--- config.mk ---
export PLATFORM = sky130hd
export DESIGN_NAME = bpv_scale
export DESIGN_NICKNAME = d
export VERILOG_FILES = /design/src/bpv_pkg.sv /design/src/bpv_scale.sv
export SDC_FILE = /design/constraint.sdc
export NUM_CORES = 1
export LEC_CHECK = 0
export ABC_AREA = 1
export BUFFER_PORTS_ARGS = -buffer_cell sky130_fd_sc_hd__buf_2
export CAP_MARGIN = 20
export CORE_MARGIN = 3
export CORE_UTILIZATION = 60
export CTS_CLUSTER_DIAMETER = 150
export DETAILED_ROUTE_END_ITERATION = 8
export PLACE_DENSITY = 0.81
export SLEW_MARGIN = 20
export SYNTH_ARGS = -nofsm -noshare
export SYNTH_HDL_FRONTEND = slang
export SYNTH_SLANG_ARGS = --single-unit
--- constraint.sdc ---
create_clock -name clk -period 9.1 [get_ports clk]
set_input_delay 0.455 -clock clk [delete_from_list [all_inputs] [get_ports clk]]
set_output_delay 0.455 -clock clk [all_outputs]
set_load 0.05 [all_outputs]
--- src/bpv_pkg.sv ---
// ----------------------------------------------------------------------------
// bpv_pkg
// Shared constants, register indexes and stage-enable type for the brick
// pattern value pipeline.
// ----------------------------------------------------------------------------
package bpv_pkg;

    localparam int FRAC_BITS  = 16;
    localparam int SCALED_W   = 2 * FRAC_BITS + 1;
    localparam int NUM_STAGES = 6;

    localparam int Q16_W   = 16;
    localparam int UNIT_W  = Q16_W + 1;
    localparam int RAMP_W  = Q16_W + 32;
    localparam int SQ_W    = 2 * UNIT_W - 1;
    localparam int COEF_W  = UNIT_W + 1;
    localparam int HPROD_W = SQ_W + COEF_W;
    localparam int MXY_W   = 2 * UNIT_W;
    localparam int MALL_W  = MXY_W + UNIT_W;
    localparam int PROD_W  = MALL_W - 32;

    localparam logic [UNIT_W-1:0] Q16_ONE    = UNIT_W'(65536);
    localparam logic [COEF_W-1:0] HERM_THREE = COEF_W'(3 * 65536);

    localparam int CFG_IDX_W = 3;
    localparam logic [CFG_IDX_W-1:0] REG_INV_TOTAL_WIDTH   = CFG_IDX_W'(0);
    localparam logic [CFG_IDX_W-1:0] REG_INV_TOTAL_HEIGHT  = CFG_IDX_W'(1);
    localparam logic [CFG_IDX_W-1:0] REG_MORTAR_FRAC_W     = CFG_IDX_W'(2);
    localparam logic [CFG_IDX_W-1:0] REG_MORTAR_FRAC_H     = CFG_IDX_W'(3);
    localparam logic [CFG_IDX_W-1:0] REG_INV_MORTAR_FRAC_W = CFG_IDX_W'(4);
    localparam logic [CFG_IDX_W-1:0] REG_INV_MORTAR_FRAC_H = CFG_IDX_W'(5);

    localparam logic [31:0] RST_INV_TOTAL_WIDTH   = 32'd65536;
    localparam logic [31:0] RST_INV_TOTAL_HEIGHT  = 32'd131072;
    localparam logic [15:0] RST_MORTAR_FRAC_W     = 16'd3277;
    localparam logic [15:0] RST_MORTAR_FRAC_H     = 16'd6554;
    localparam logic [31:0] RST_INV_MORTAR_FRAC_W = 32'd1310720;
    localparam logic [31:0] RST_INV_MORTAR_FRAC_H = 32'd655360;

    typedef struct packed {
        logic scale;
        logic ramp;
        logic square;
        logic herm;
        logic mult;
        logic out;
    } stage_en_t;

endpackage

--- src/bpv_scale.sv ---
// ----------------------------------------------------------------------------
// bpv_scale
// Scale one coordinate by its reciprocal; keep the low product bits that
// carry the fraction and the parity of the integer part.
// ----------------------------------------------------------------------------
module bpv_scale
(
    input  logic                              clk,
    input  logic                              en,
    input  logic signed [31:0]                coord,
    input  logic        [31:0]                recip,
    output logic        [bpv_pkg::SCALED_W-1:0] prod
);

    logic [bpv_pkg::SCALED_W-1:0] coord_ext;
    logic [bpv_pkg::SCALED_W-1:0] recip_ext;
    logic [bpv_pkg::SCALED_W-1:0] prod_next;
    logic [bpv_pkg::SCALED_W-1:0] prod_reg;

    assign coord_ext = bpv_pkg::SCALED_W'(coord);
    assign recip_ext = bpv_pkg::SCALED_W'(recip);
    assign prod_next = coord_ext * recip_ext;
    assign prod      = prod_reg;

    always_ff @(posedge clk)
    begin
        if (en)
        begin
            prod_reg <= prod_next;
        end
    end

endmodule

==> reports/summary.md <==
In this run the remaining antenna-violating nets after routing total 0. The detailed router used layers up to and including met4. Counting flops and latches in the post-synthesis netlist gives 33. Wires add up to 48300 um. The H-tree generated during clock tree synthesis spans 2 levels. The post-placement worst setup slack is 1.77 ns. In this run the mean area of a mapped cell was 7.70 sq um.

For this run, the leading register cell type out of synthesis is sky130_fd_sc_hd__edfxtp_1. By instance count, the cell type seen most on the critical path is sky130_fd_sc_hd__fa_1. The number of placed instances, taps included, is 2812. The max-cap violation count is 0, and the count of final hold-check violations is 0. Data on the critical path arrives at its endpoint at 7.17 ns. Timing startpoint of the critical path: recip[2]. The kind of start point of the critical path is an input pin. The die area is 33400 sq um, and the number of cells on the critical path is 25. The worst setup path is of the input pin to register kind. The initial antenna violation count is 0, and the via count of the routed design is 14.8k. Across all setup checks in the final design, the least slack found is 1.96 ns. The capturing element type of the critical path was a register.

The first detailed-routing pass took 6 iterations. The final critical delay including setup and external delays works out to 7.14 ns. The global route total overflow was 0.

By area the synthesized netlist is led by sky130_fd_sc_hd__fa_1 47%, sky130_fd_sc_hd__inv_1 16%, sky130_fd_sc_hd__nand2_1 14%. The logs give 63.3% for the post-route core utilization and 23700 um for the length of routed met2 wiring. The initial utilization of the core area, before any placement, comes to 61.0%. The tools report the via count of the first global-routing pass as 15.8k.

The routed length on met1 is 18100 um, and the slew at the pin closest to its max-slew limit is 0.800 ns. The floorplan has 64 rows. The number of antenna diodes in the final layout is 0.

The tools report the cell at the root of the clock tree as sky130_fd_sc_hd__clkbuf_16. Routability-driven placement finished with a final weighted congestion of 0.936. TritonCTS built the clock tree.

The HPWL after detailed placement is 39200 um. The number of buffers and inverters on the critical path is 6. Of all nets on the critical path, the largest fanout is 32. The sink count of the clock tree was 33.

Measured along the y axis, the die boundary spans 183 um. The clock-pin slew on the worst setup and hold paths is 0.06 ns. The tools report the setup-violating endpoint count in the final report as 0.

First-pass GRT wire length: 79300 um. The final routed wire length divided by cell count is 17.1 um. The area growth from synthesis to layout is 3.69%. The filler cells instantiated in the layout total 2631. The detailed router finished its first iteration with 1145 violations. The library cell with the highest instance count after synthesis is sky130_fd_sc_hd__inv_1.

The Yosys step of the flow raised 0 warnings. Input and output buffers added on the ports amount to 98. For the global router's overall resource usage, the log shows 30.0%. The final critical-path share of the clock period works out to 78.5%. The number of gates resized after CTS was 0.

The combined area of all synthesized cells is 18700 sq um, and the post-CTS repair timing setup buffer count is 0. The library cell contributing the largest single delay on the critical path is sky130_fd_sc_hd__fa_1. Of the synthesized area, sequential elements account for 5.29%. The number of top-level design ports was 99. Setup repair after global routing left no endpoint under its margin. The post-layout net count is 3051.

The cell family contributing the most delay on the critical path is adder cells. In the detailed route, the total length drawn on met3 is 3860 um. The count of cells in the finished layout, fillers not included, comes to 2819. In this run the worst setup path terminates at prod[30]. The DRC violations left came out at 0. Clock tree synthesis inserted a total of 5 buffers. For this run, asynchronously set or reset flops after synthesis account for 0%. Share of layout cells above drive strength 1: 4.95%. In this run the most critical hold path is launched from recip[0].

The number of flops mapped to enable cells by yosys came out at 33. Summed over all failing endpoints, the final setup total negative slack is 0 ns. Measured against its own limit, the worst slew margin works out to 46.6%. After detailed routing, the number of vias per cell comes to 5.26. Maximum number of buffers from clock root to sink: 2.

The path category of the worst min-delay check is input pin to register. The highest achievable clock rate is 0.140 GHz, and the die span in x is 183 um. The flow ran to the end, and the final reports show no timing, DRC or antenna violations. Counting every net in the synthesized netlist gives 3058. The register with the most flip-flops in the layout has 33 of them. The largest total area in the synthesized netlist belongs to sky130_fd_sc_hd__fa_1. Counting instances in the post-synthesis netlist gives the leading cell types as 802 x sky130_fd_sc_hd__inv_1, 711 x sky130_fd_sc_hd__nand2_1, 438 x sky130_fd_sc_hd__fa_1. Synthesis handed over a netlist of 2430 instances. Data on the critical path is required at its endpoint by 9.13 ns.

The area fraction of the dominant cell type after synthesis was 46.8%. Entering global routing, the biggest net connects 34 pins. The core box area came out at 30700 sq um. The number of buffers inserted by hold repair at cts came out at 0.

The distinct cell type count of the synthesized netlist came out at 36. Number of max-slew violations in the final report: 0. The largest single stage delay on the critical path is 0.64 ns.
==> cell usage in the layout (no fill, tap or decap), drive strengths merged, types with 14 or more instances in the layout <==
master	netlist	routed
inv	807	807
nand2	713	713
fa	438	438
ha	124	124
buf	36	99
nand3	51	51
edfxtp	33	33
xor2	29	29
a21oi	28	28
nor2	28	28
o21ai	16	16
xnor2	14	14
==> how the worst min path moves through the flow <==
stage,end,slack (ns),cells past startpoint
final,prod[0],0.67,3
after global routing,prod[0],0.71,3
after floorplan,prod[0],0.57,0
after global placement,prod[0],0.96,3
after detailed placement,prod[0],0.96,3
after CTS,prod[0],0.66,3
==> cells by family after synthesis <==
logic type,count (synthesis),synth area share (%)
buffers and inverters,920,18.7
AND/OR/NAND/NOR,810,16.9
adder cells (fa/ha/maj),562,55.1
AO/OA/AOI/OAI,62,2.00
XOR/XNOR,43,2.01
flip-flops,33,5.29
==> layout make-up <==
class | instances | area, sq um | share of cell area [%]
sequential | 33 | 991 | 5.11
multi-input combinational | 1477 | 14200 | 73.3
tap | 396 | 495 | 2.55
clock inverter | 2 | 35.0 | 0.181
inverter | 807 | 3030 | 15.6
clock buffer | 5 | 125 | 0.645
timing repair buffer | 99 | 498 | 2.57
==> tightest hold or removal path, delay by kind of cell <==
kind | cells | cell delay (ns)
buffers and inverters | 2 | 0.24
and+or+nand+nor | 1 | 0.10
==> metrics by stage <==
| stage | hold slack (ns) | instance area, sq um |
|---|---|---|
| 6_report | 0.668 | 19400 |
| 5_1_grt | 0.711 | 19400 |
| 4_1_cts | 0.655 | 19400 |
| 3_5_place_dp | 0.957 | 19200 |
| 3_3_place_gp | 0.955 | 19200 |
| 2_1_floorplan | 0.567 | 18700 |
==> routing by layer <==
metal	up-vias	track usage [%]
li1	6674	-
met2	738	51.7
met3	163	3.35
met4	0	14.3
met1	7248	38.2
met5	-	0
Power is left out: the tool's default activity adds up to more than one toggle a clock period on the data nets, which glitch-free logic cannot reach.
