[config.mk]
export PLATFORM = sky130hd
export DESIGN_NAME = bpv_combine
export DESIGN_NICKNAME = d
export VERILOG_FILES = /design/src/bpv_pkg.sv /design/src/bpv_combine.sv
export SDC_FILE = /design/constraint.sdc
export NUM_CORES = 2
export LEC_CHECK = 0
export BUFFER_PORTS_ARGS = -buffer_cell sky130_fd_sc_hd__buf_2
export CAP_MARGIN = 20
export CORE_ASPECT_RATIO = 0.75
export CORE_UTILIZATION = 60
export CTS_BUF_LIST = sky130_fd_sc_hd__clkbuf_16
export DETAILED_ROUTE_END_ITERATION = 10
export PLACE_DENSITY = 0.88
export SLEW_MARGIN = 20
export SYNTH_ARGS = -nofsm -noshare
export SYNTH_HDL_FRONTEND = slang
export SYNTH_SLANG_ARGS = --single-unit
[constraint.sdc]
create_clock -name clk -period 21.8 [get_ports clk]
set_input_delay 2.18 -clock clk [delete_from_list [all_inputs] [get_ports clk]]
set_output_delay 2.18 -clock clk [all_outputs]
set_load 0.005 [all_outputs]
[src/bpv_pkg.sv]
// ----------------------------------------------------------------------------
// bpv_pkg
// Shared constants, register indexes and stage-enable type for the brick
// pattern value pipeline.
// ----------------------------------------------------------------------------
package bpv_pkg;

    localparam int FRAC_BITS  = 16;
    localparam int SCALED_W   = 2 * FRAC_BITS + 1;
    localparam int NUM_STAGES = 6;

    localparam int Q16_W   = 16;
    localparam int UNIT_W  = Q16_W + 1;
    localparam int RAMP_W  = Q16_W + 32;
    localparam int SQ_W    = 2 * UNIT_W - 1;
    localparam int COEF_W  = UNIT_W + 1;
    localparam int HPROD_W = SQ_W + COEF_W;
    localparam int MXY_W   = 2 * UNIT_W;
    localparam int MALL_W  = MXY_W + UNIT_W;
    localparam int PROD_W  = MALL_W - 32;

    localparam logic [UNIT_W-1:0] Q16_ONE    = UNIT_W'(65536);
    localparam logic [COEF_W-1:0] HERM_THREE = COEF_W'(3 * 65536);

    localparam int CFG_IDX_W = 3;
    localparam logic [CFG_IDX_W-1:0] REG_INV_TOTAL_WIDTH   = CFG_IDX_W'(0);
    localparam logic [CFG_IDX_W-1:0] REG_INV_TOTAL_HEIGHT  = CFG_IDX_W'(1);
    localparam logic [CFG_IDX_W-1:0] REG_MORTAR_FRAC_W     = CFG_IDX_W'(2);
    localparam logic [CFG_IDX_W-1:0] REG_MORTAR_FRAC_H     = CFG_IDX_W'(3);
    localparam logic [CFG_IDX_W-1:0] REG_INV_MORTAR_FRAC_W = CFG_IDX_W'(4);
    localparam logic [CFG_IDX_W-1:0] REG_INV_MORTAR_FRAC_H = CFG_IDX_W'(5);

    localparam logic [31:0] RST_INV_TOTAL_WIDTH   = 32'd65536;
    localparam logic [31:0] RST_INV_TOTAL_HEIGHT  = 32'd131072;
    localparam logic [15:0] RST_MORTAR_FRAC_W     = 16'd3277;
    localparam logic [15:0] RST_MORTAR_FRAC_H     = 16'd6554;
    localparam logic [31:0] RST_INV_MORTAR_FRAC_W = 32'd1310720;
    localparam logic [31:0] RST_INV_MORTAR_FRAC_H = 32'd655360;

    typedef struct packed {
        logic scale;
        logic ramp;
        logic square;
        logic herm;
        logic mult;
        logic out;
    } stage_en_t;

endpackage

[src/bpv_combine.sv]
// ----------------------------------------------------------------------------
// bpv_combine
// Form the three signed axis weights, multiply their magnitudes over two
// stages and clamp the product to the unit range.
// ----------------------------------------------------------------------------
module bpv_combine
(
    input  logic                        clk,
    input  bpv_pkg::stage_en_t          en,
    input  logic [bpv_pkg::UNIT_W-1:0]  x_up,
    input  logic [bpv_pkg::UNIT_W-1:0]  x_down,
    input  logic [bpv_pkg::UNIT_W-1:0]  y_up,
    input  logic [bpv_pkg::UNIT_W-1:0]  y_down,
    input  logic [bpv_pkg::UNIT_W-1:0]  z_up,
    input  logic [bpv_pkg::UNIT_W-1:0]  z_down,
    output logic [bpv_pkg::UNIT_W-1:0]  value
);

    logic                        x_neg;
    logic                        y_neg;
    logic                        z_neg;
    logic [bpv_pkg::UNIT_W-1:0]  x_mag;
    logic [bpv_pkg::UNIT_W-1:0]  y_mag;
    logic [bpv_pkg::UNIT_W-1:0]  z_mag;
    logic [bpv_pkg::MXY_W-1:0]   mxy_next;

    logic [bpv_pkg::MXY_W-1:0]   mxy_reg;
    logic [bpv_pkg::UNIT_W-1:0]  z_mag_reg;
    logic                        neg_reg;

    logic [bpv_pkg::MALL_W-1:0]  mall;
    logic [bpv_pkg::PROD_W-1:0]  p;
    logic [bpv_pkg::UNIT_W-1:0]  value_next;
    logic [bpv_pkg::UNIT_W-1:0]  value_reg;

    assign x_neg = x_down > x_up;
    assign y_neg = y_down > y_up;
    assign z_neg = z_down > z_up;
    assign x_mag = x_neg ? (x_down - x_up) : (x_up - x_down);
    assign y_mag = y_neg ? (y_down - y_up) : (y_up - y_down);
    assign z_mag = z_neg ? (z_down - z_up) : (z_up - z_down);

    assign mxy_next = bpv_pkg::MXY_W'(x_mag) * bpv_pkg::MXY_W'(y_mag);

    always_ff @(posedge clk)
    begin
        if (en.mult)
        begin
            mxy_reg   <= mxy_next;
            z_mag_reg <= z_mag;
            neg_reg   <= x_neg ^ y_neg ^ z_neg;
        end
    end

    assign mall = bpv_pkg::MALL_W'(mxy_reg) * bpv_pkg::MALL_W'(z_mag_reg);
    assign p    = mall[bpv_pkg::MALL_W-1:32];

    always_comb
    begin
        if (neg_reg || p == '0)
        begin
            value_next = '0;
        end
        else if (p > bpv_pkg::PROD_W'(bpv_pkg::Q16_ONE))
        begin
            value_next = bpv_pkg::Q16_ONE;
        end
        else
        begin
            value_next = p[bpv_pkg::UNIT_W-1:0];
        end
    end

    always_ff @(posedge clk)
    begin
        if (en.out)
        begin
            value_reg <= value_next;
        end
    end

    assign value = value_reg;

endmodule

==> results list <==
- Result of the run: finished clean
- For this block, the routed nets add up to 86,220 um of wire.
- The number of global-route vias before repair was 28,988.
* Number of buffers inserted during clock tree synthesis: 9
* Most instantiated flip-flop cell in the synthesis netlist: sky130_fd_sc_hd__edfxtp_1
* Ant. Diodes: 0
* Relative slew slack: 0.2214
* Crit path time final: 11.78 ns
* Final slew viol count: 0
* Max Cap Violations: 0
- HPWL after DPL: 69,480 um
- After detailed routing, the average wire length per cell comes to 18.21 um.
* Starting density of the core: 0.6115
- Fmax: 84.87 MHz
- The library cell used most frequently in the layout, excluding fill and tap cells, is sky130_fd_sc_hd__inv_1.
- Of all nets on the critical path, the largest fanout is 15.
* Sequential area share after synthesis: 0.06028
- Cell count after synthesis: 3,977
- For the worst-skew pair, the clock arrives at the later sink with an insertion delay of 0.37 ns.
* Setup Fix Bufs, Post-CTS: 0
- From bottom edge to top edge, the die measures 209.3 um.
* Area added between synthesis and finish: 4.477%
- Cell area after synthesis: 34,370 um^2
- Count of yosys warnings during synthesis: 0
- Across every metal layer, demand over resource in global routing totals 0.3079.
* Req. time, crit path: 21.92 ns
- At the end of routability-driven placement, the weighted congestion stood at 0.9741.
- Along the worst hold path, the cell count comes to 1.
- Antenna violations before repair: 0
* Cts repair resizes: 0
- Setup repair after global routing left no endpoint under its margin.
- Counting stages on the worst path, the most repeated cell is sky130_fd_sc_hd__fa_1.
- STA classifies the critical path startpoint as an input port.
- Vias per cell: 5.801
* Post-synth cell types: 80
* DR pass1 iterations: 6
* Share of the clock period used by the worst path after layout: 0.5405
- The setup path with the least slack is of type input port to flop.
* Wire length of the first global-routing pass: 143,600 um
- Clk slew on worst S/H paths: 0.07 ns
- DRC violation count after routing: 0
* EDFF count, synth: 69
- Proportion of register bits with asynchronous set or reset after synthesis: 0
* Syn avg cell area: 8.642 um^2
* Die Outline Area: 58,250 um^2
- The tightest min-delay check is of the flop to flop type.
* Overflow left after global routing: 0
- TritonCTS built the clock tree.
- The largest single stage delay on the critical path is 0.78 ns.
* Nature of the critical path endpoint: flop
- Top-level I/O count: 126
- Core Footprint: 56,210 um^2
- Clock tree root buffer cell: sky130_fd_sc_hd__clkbuf_16
- Share of cells above drive strength 1: 0.05693
- Number of flip-flops in the largest register: 34
- Counting every net in the synthesized netlist gives 5,123.
* Top library cells by usage in the layout, fill and taps aside: 931 x sky130_fd_sc_hd__inv_1, 707 x sky130_fd_sc_hd__fa_1, 565 x sky130_fd_sc_hd__nand2_1
- For this run, the post-layout net count is 5,146.
* Slowest cell on the critical path: sky130_fd_sc_hd__o31ai_1
* Antenna-violating nets left: 0
- Pin count of the biggest net entering global routing: 53
- Total of buffers placed on input and output ports: 121
- The clock tree synthesis step divided the H-tree into 3 levels.
- After synthesis the netlist holds a flip-flop and latch count of 69.
- After floorplanning, the core was divided into 75 placement rows.
- Number of failing hold endpoints at the final stage: 0
- Vias: 27,472
* Total negative setup slack: 0 ns
- Setup violations remaining at the end of the flow were counted as 0.
- The clock drives 69 sinks.
* CTS Hold Buffers Added: 0
- Data on the critical path arrives at its endpoint at 11.90 ns.
- Die Width: 278.4 um
- Between clock sinks in the finished design, the worst skew comes to 0.006070 ns.
- Number of violations reported at the end of detailed-routing iteration 0: 2,498
* Max Buffers Root-to-Sink: 2
- For the worst flop-to-flop path, the logic depth is 23.
- Measured slew at the worst slew-check pin: 1.160 ns
==> critical path: cells and delay by family <==
family | cells | cell delay, ns
and+or+nand+nor | 4 | 0.66
buffers and inverters | 6 | 0.33
AOI/OAI and AO/OA | 12 | 3.64
xor gates and xnor gates | 2 | 0.84
muxes | 1 | 0.42
adders and majority gates | 8 | 3.82
==> per-stage QoR <==
stage / setup slack, ns / area, um^2 / util / std cells / hold slack, ns
after floorplan: 11.51 / 34370 / - / 3977 / 0.5525
after global placement: 9.776 / 35580 / 0.6329 / 4719 / 0.6902
after detailed placement: 9.666 / 35580 / 0.6331 / 4719 / 0.6979
after CTS: 10.01 / 35880 / 0.6384 / 4735 / 0.7066
after global routing: 9.474 / 35910 / 0.6388 / 4736 / 0.7341
final: 10.02 / 35910 / 0.6388 / 4736 / 0.7086
==> synthesized netlist by cell type, drive strengths merged (7+ instances only) <==
cell / n / area [um^2]
a21oi: 152 / 775.8
and2: 233 / 1458
mux2i: 25 / 254.0
xor2: 32 / 287.8
nand2: 567 / 2133
fa: 707 / 14150
nand4: 23 / 143.9
xnor2: 76 / 695.7
nor4: 7 / 43.79
nor3: 42 / 210.2
or3: 7 / 43.79
a21boi: 7 / 52.55
nand3: 38 / 200.2
edfxtp: 69 / 2072
o31ai: 8 / 78.82
a211oi: 12 / 95.09
a21o: 62 / 465.5
nand2b: 45 / 281.5
o21bai: 37 / 277.8
a31oi: 11 / 68.82
ha: 330 / 4129
o21a: 17 / 127.6
nor2b: 25 / 156.4
inv: 931 / 3495
mux2: 8 / 90.09
and3: 17 / 107.6
clkbuf: 119 / 446.7
nor2: 156 / 593.1
o211ai: 11 / 82.58
buf: 38 / 227.7
o21ai: 93 / 480.5
==> cell type report <==
cell class / instances / area, um^2
clock buffers: 9 / 225.2
clock inverters: 7 / 73.82
fillers: 4402 / 20300
inverters: 931 / 3495
multi-input cells: 2820 / 28160
flip-flops and latches: 69 / 2072
well taps: 731 / 914.6
repair buffers: 169 / 965.9
==> layer usage <==
| metal | GRT usage | routed length [um] | part of all wire |
|---|---|---|---|
| met5 | 0 | 0 | 0 |
| met4 | 0.09430 | 2813 | 0.033 |
| met3 | 0.06935 | 9329 | 0.11 |
| met2 | 0.4999 | 40290 | 0.47 |
| met1 | 0.4138 | 33790 | 0.39 |
==> worst paths after layout <==
check,startpoint,to,slack (ns)
setup / recovery,x_up[2],mxy_reg[33],10.02
hold / removal,neg_reg,value[16],0.71
setup reg to reg,mxy_reg[24],value[15],13.99
hold reg to reg,neg_reg,value[16],0.71
==> cells by family (layout without fill, tap and decap cells) <==
kind of cell    count (synthesis)  count (layout)  synth area share
compound gates                465             465           0.08759
xor+xnor                      108             108           0.02861
fa+ha+maj                    1037            1037            0.5319
buf+inv                      1088            1116            0.1213
flops                          69              69           0.06028
mux                            33              33           0.01001
simple gates                 1177            1177            0.1603
Power is left out: the tool's default activity adds up to more than one toggle a clock period on the data nets, which glitch-free logic cannot reach.
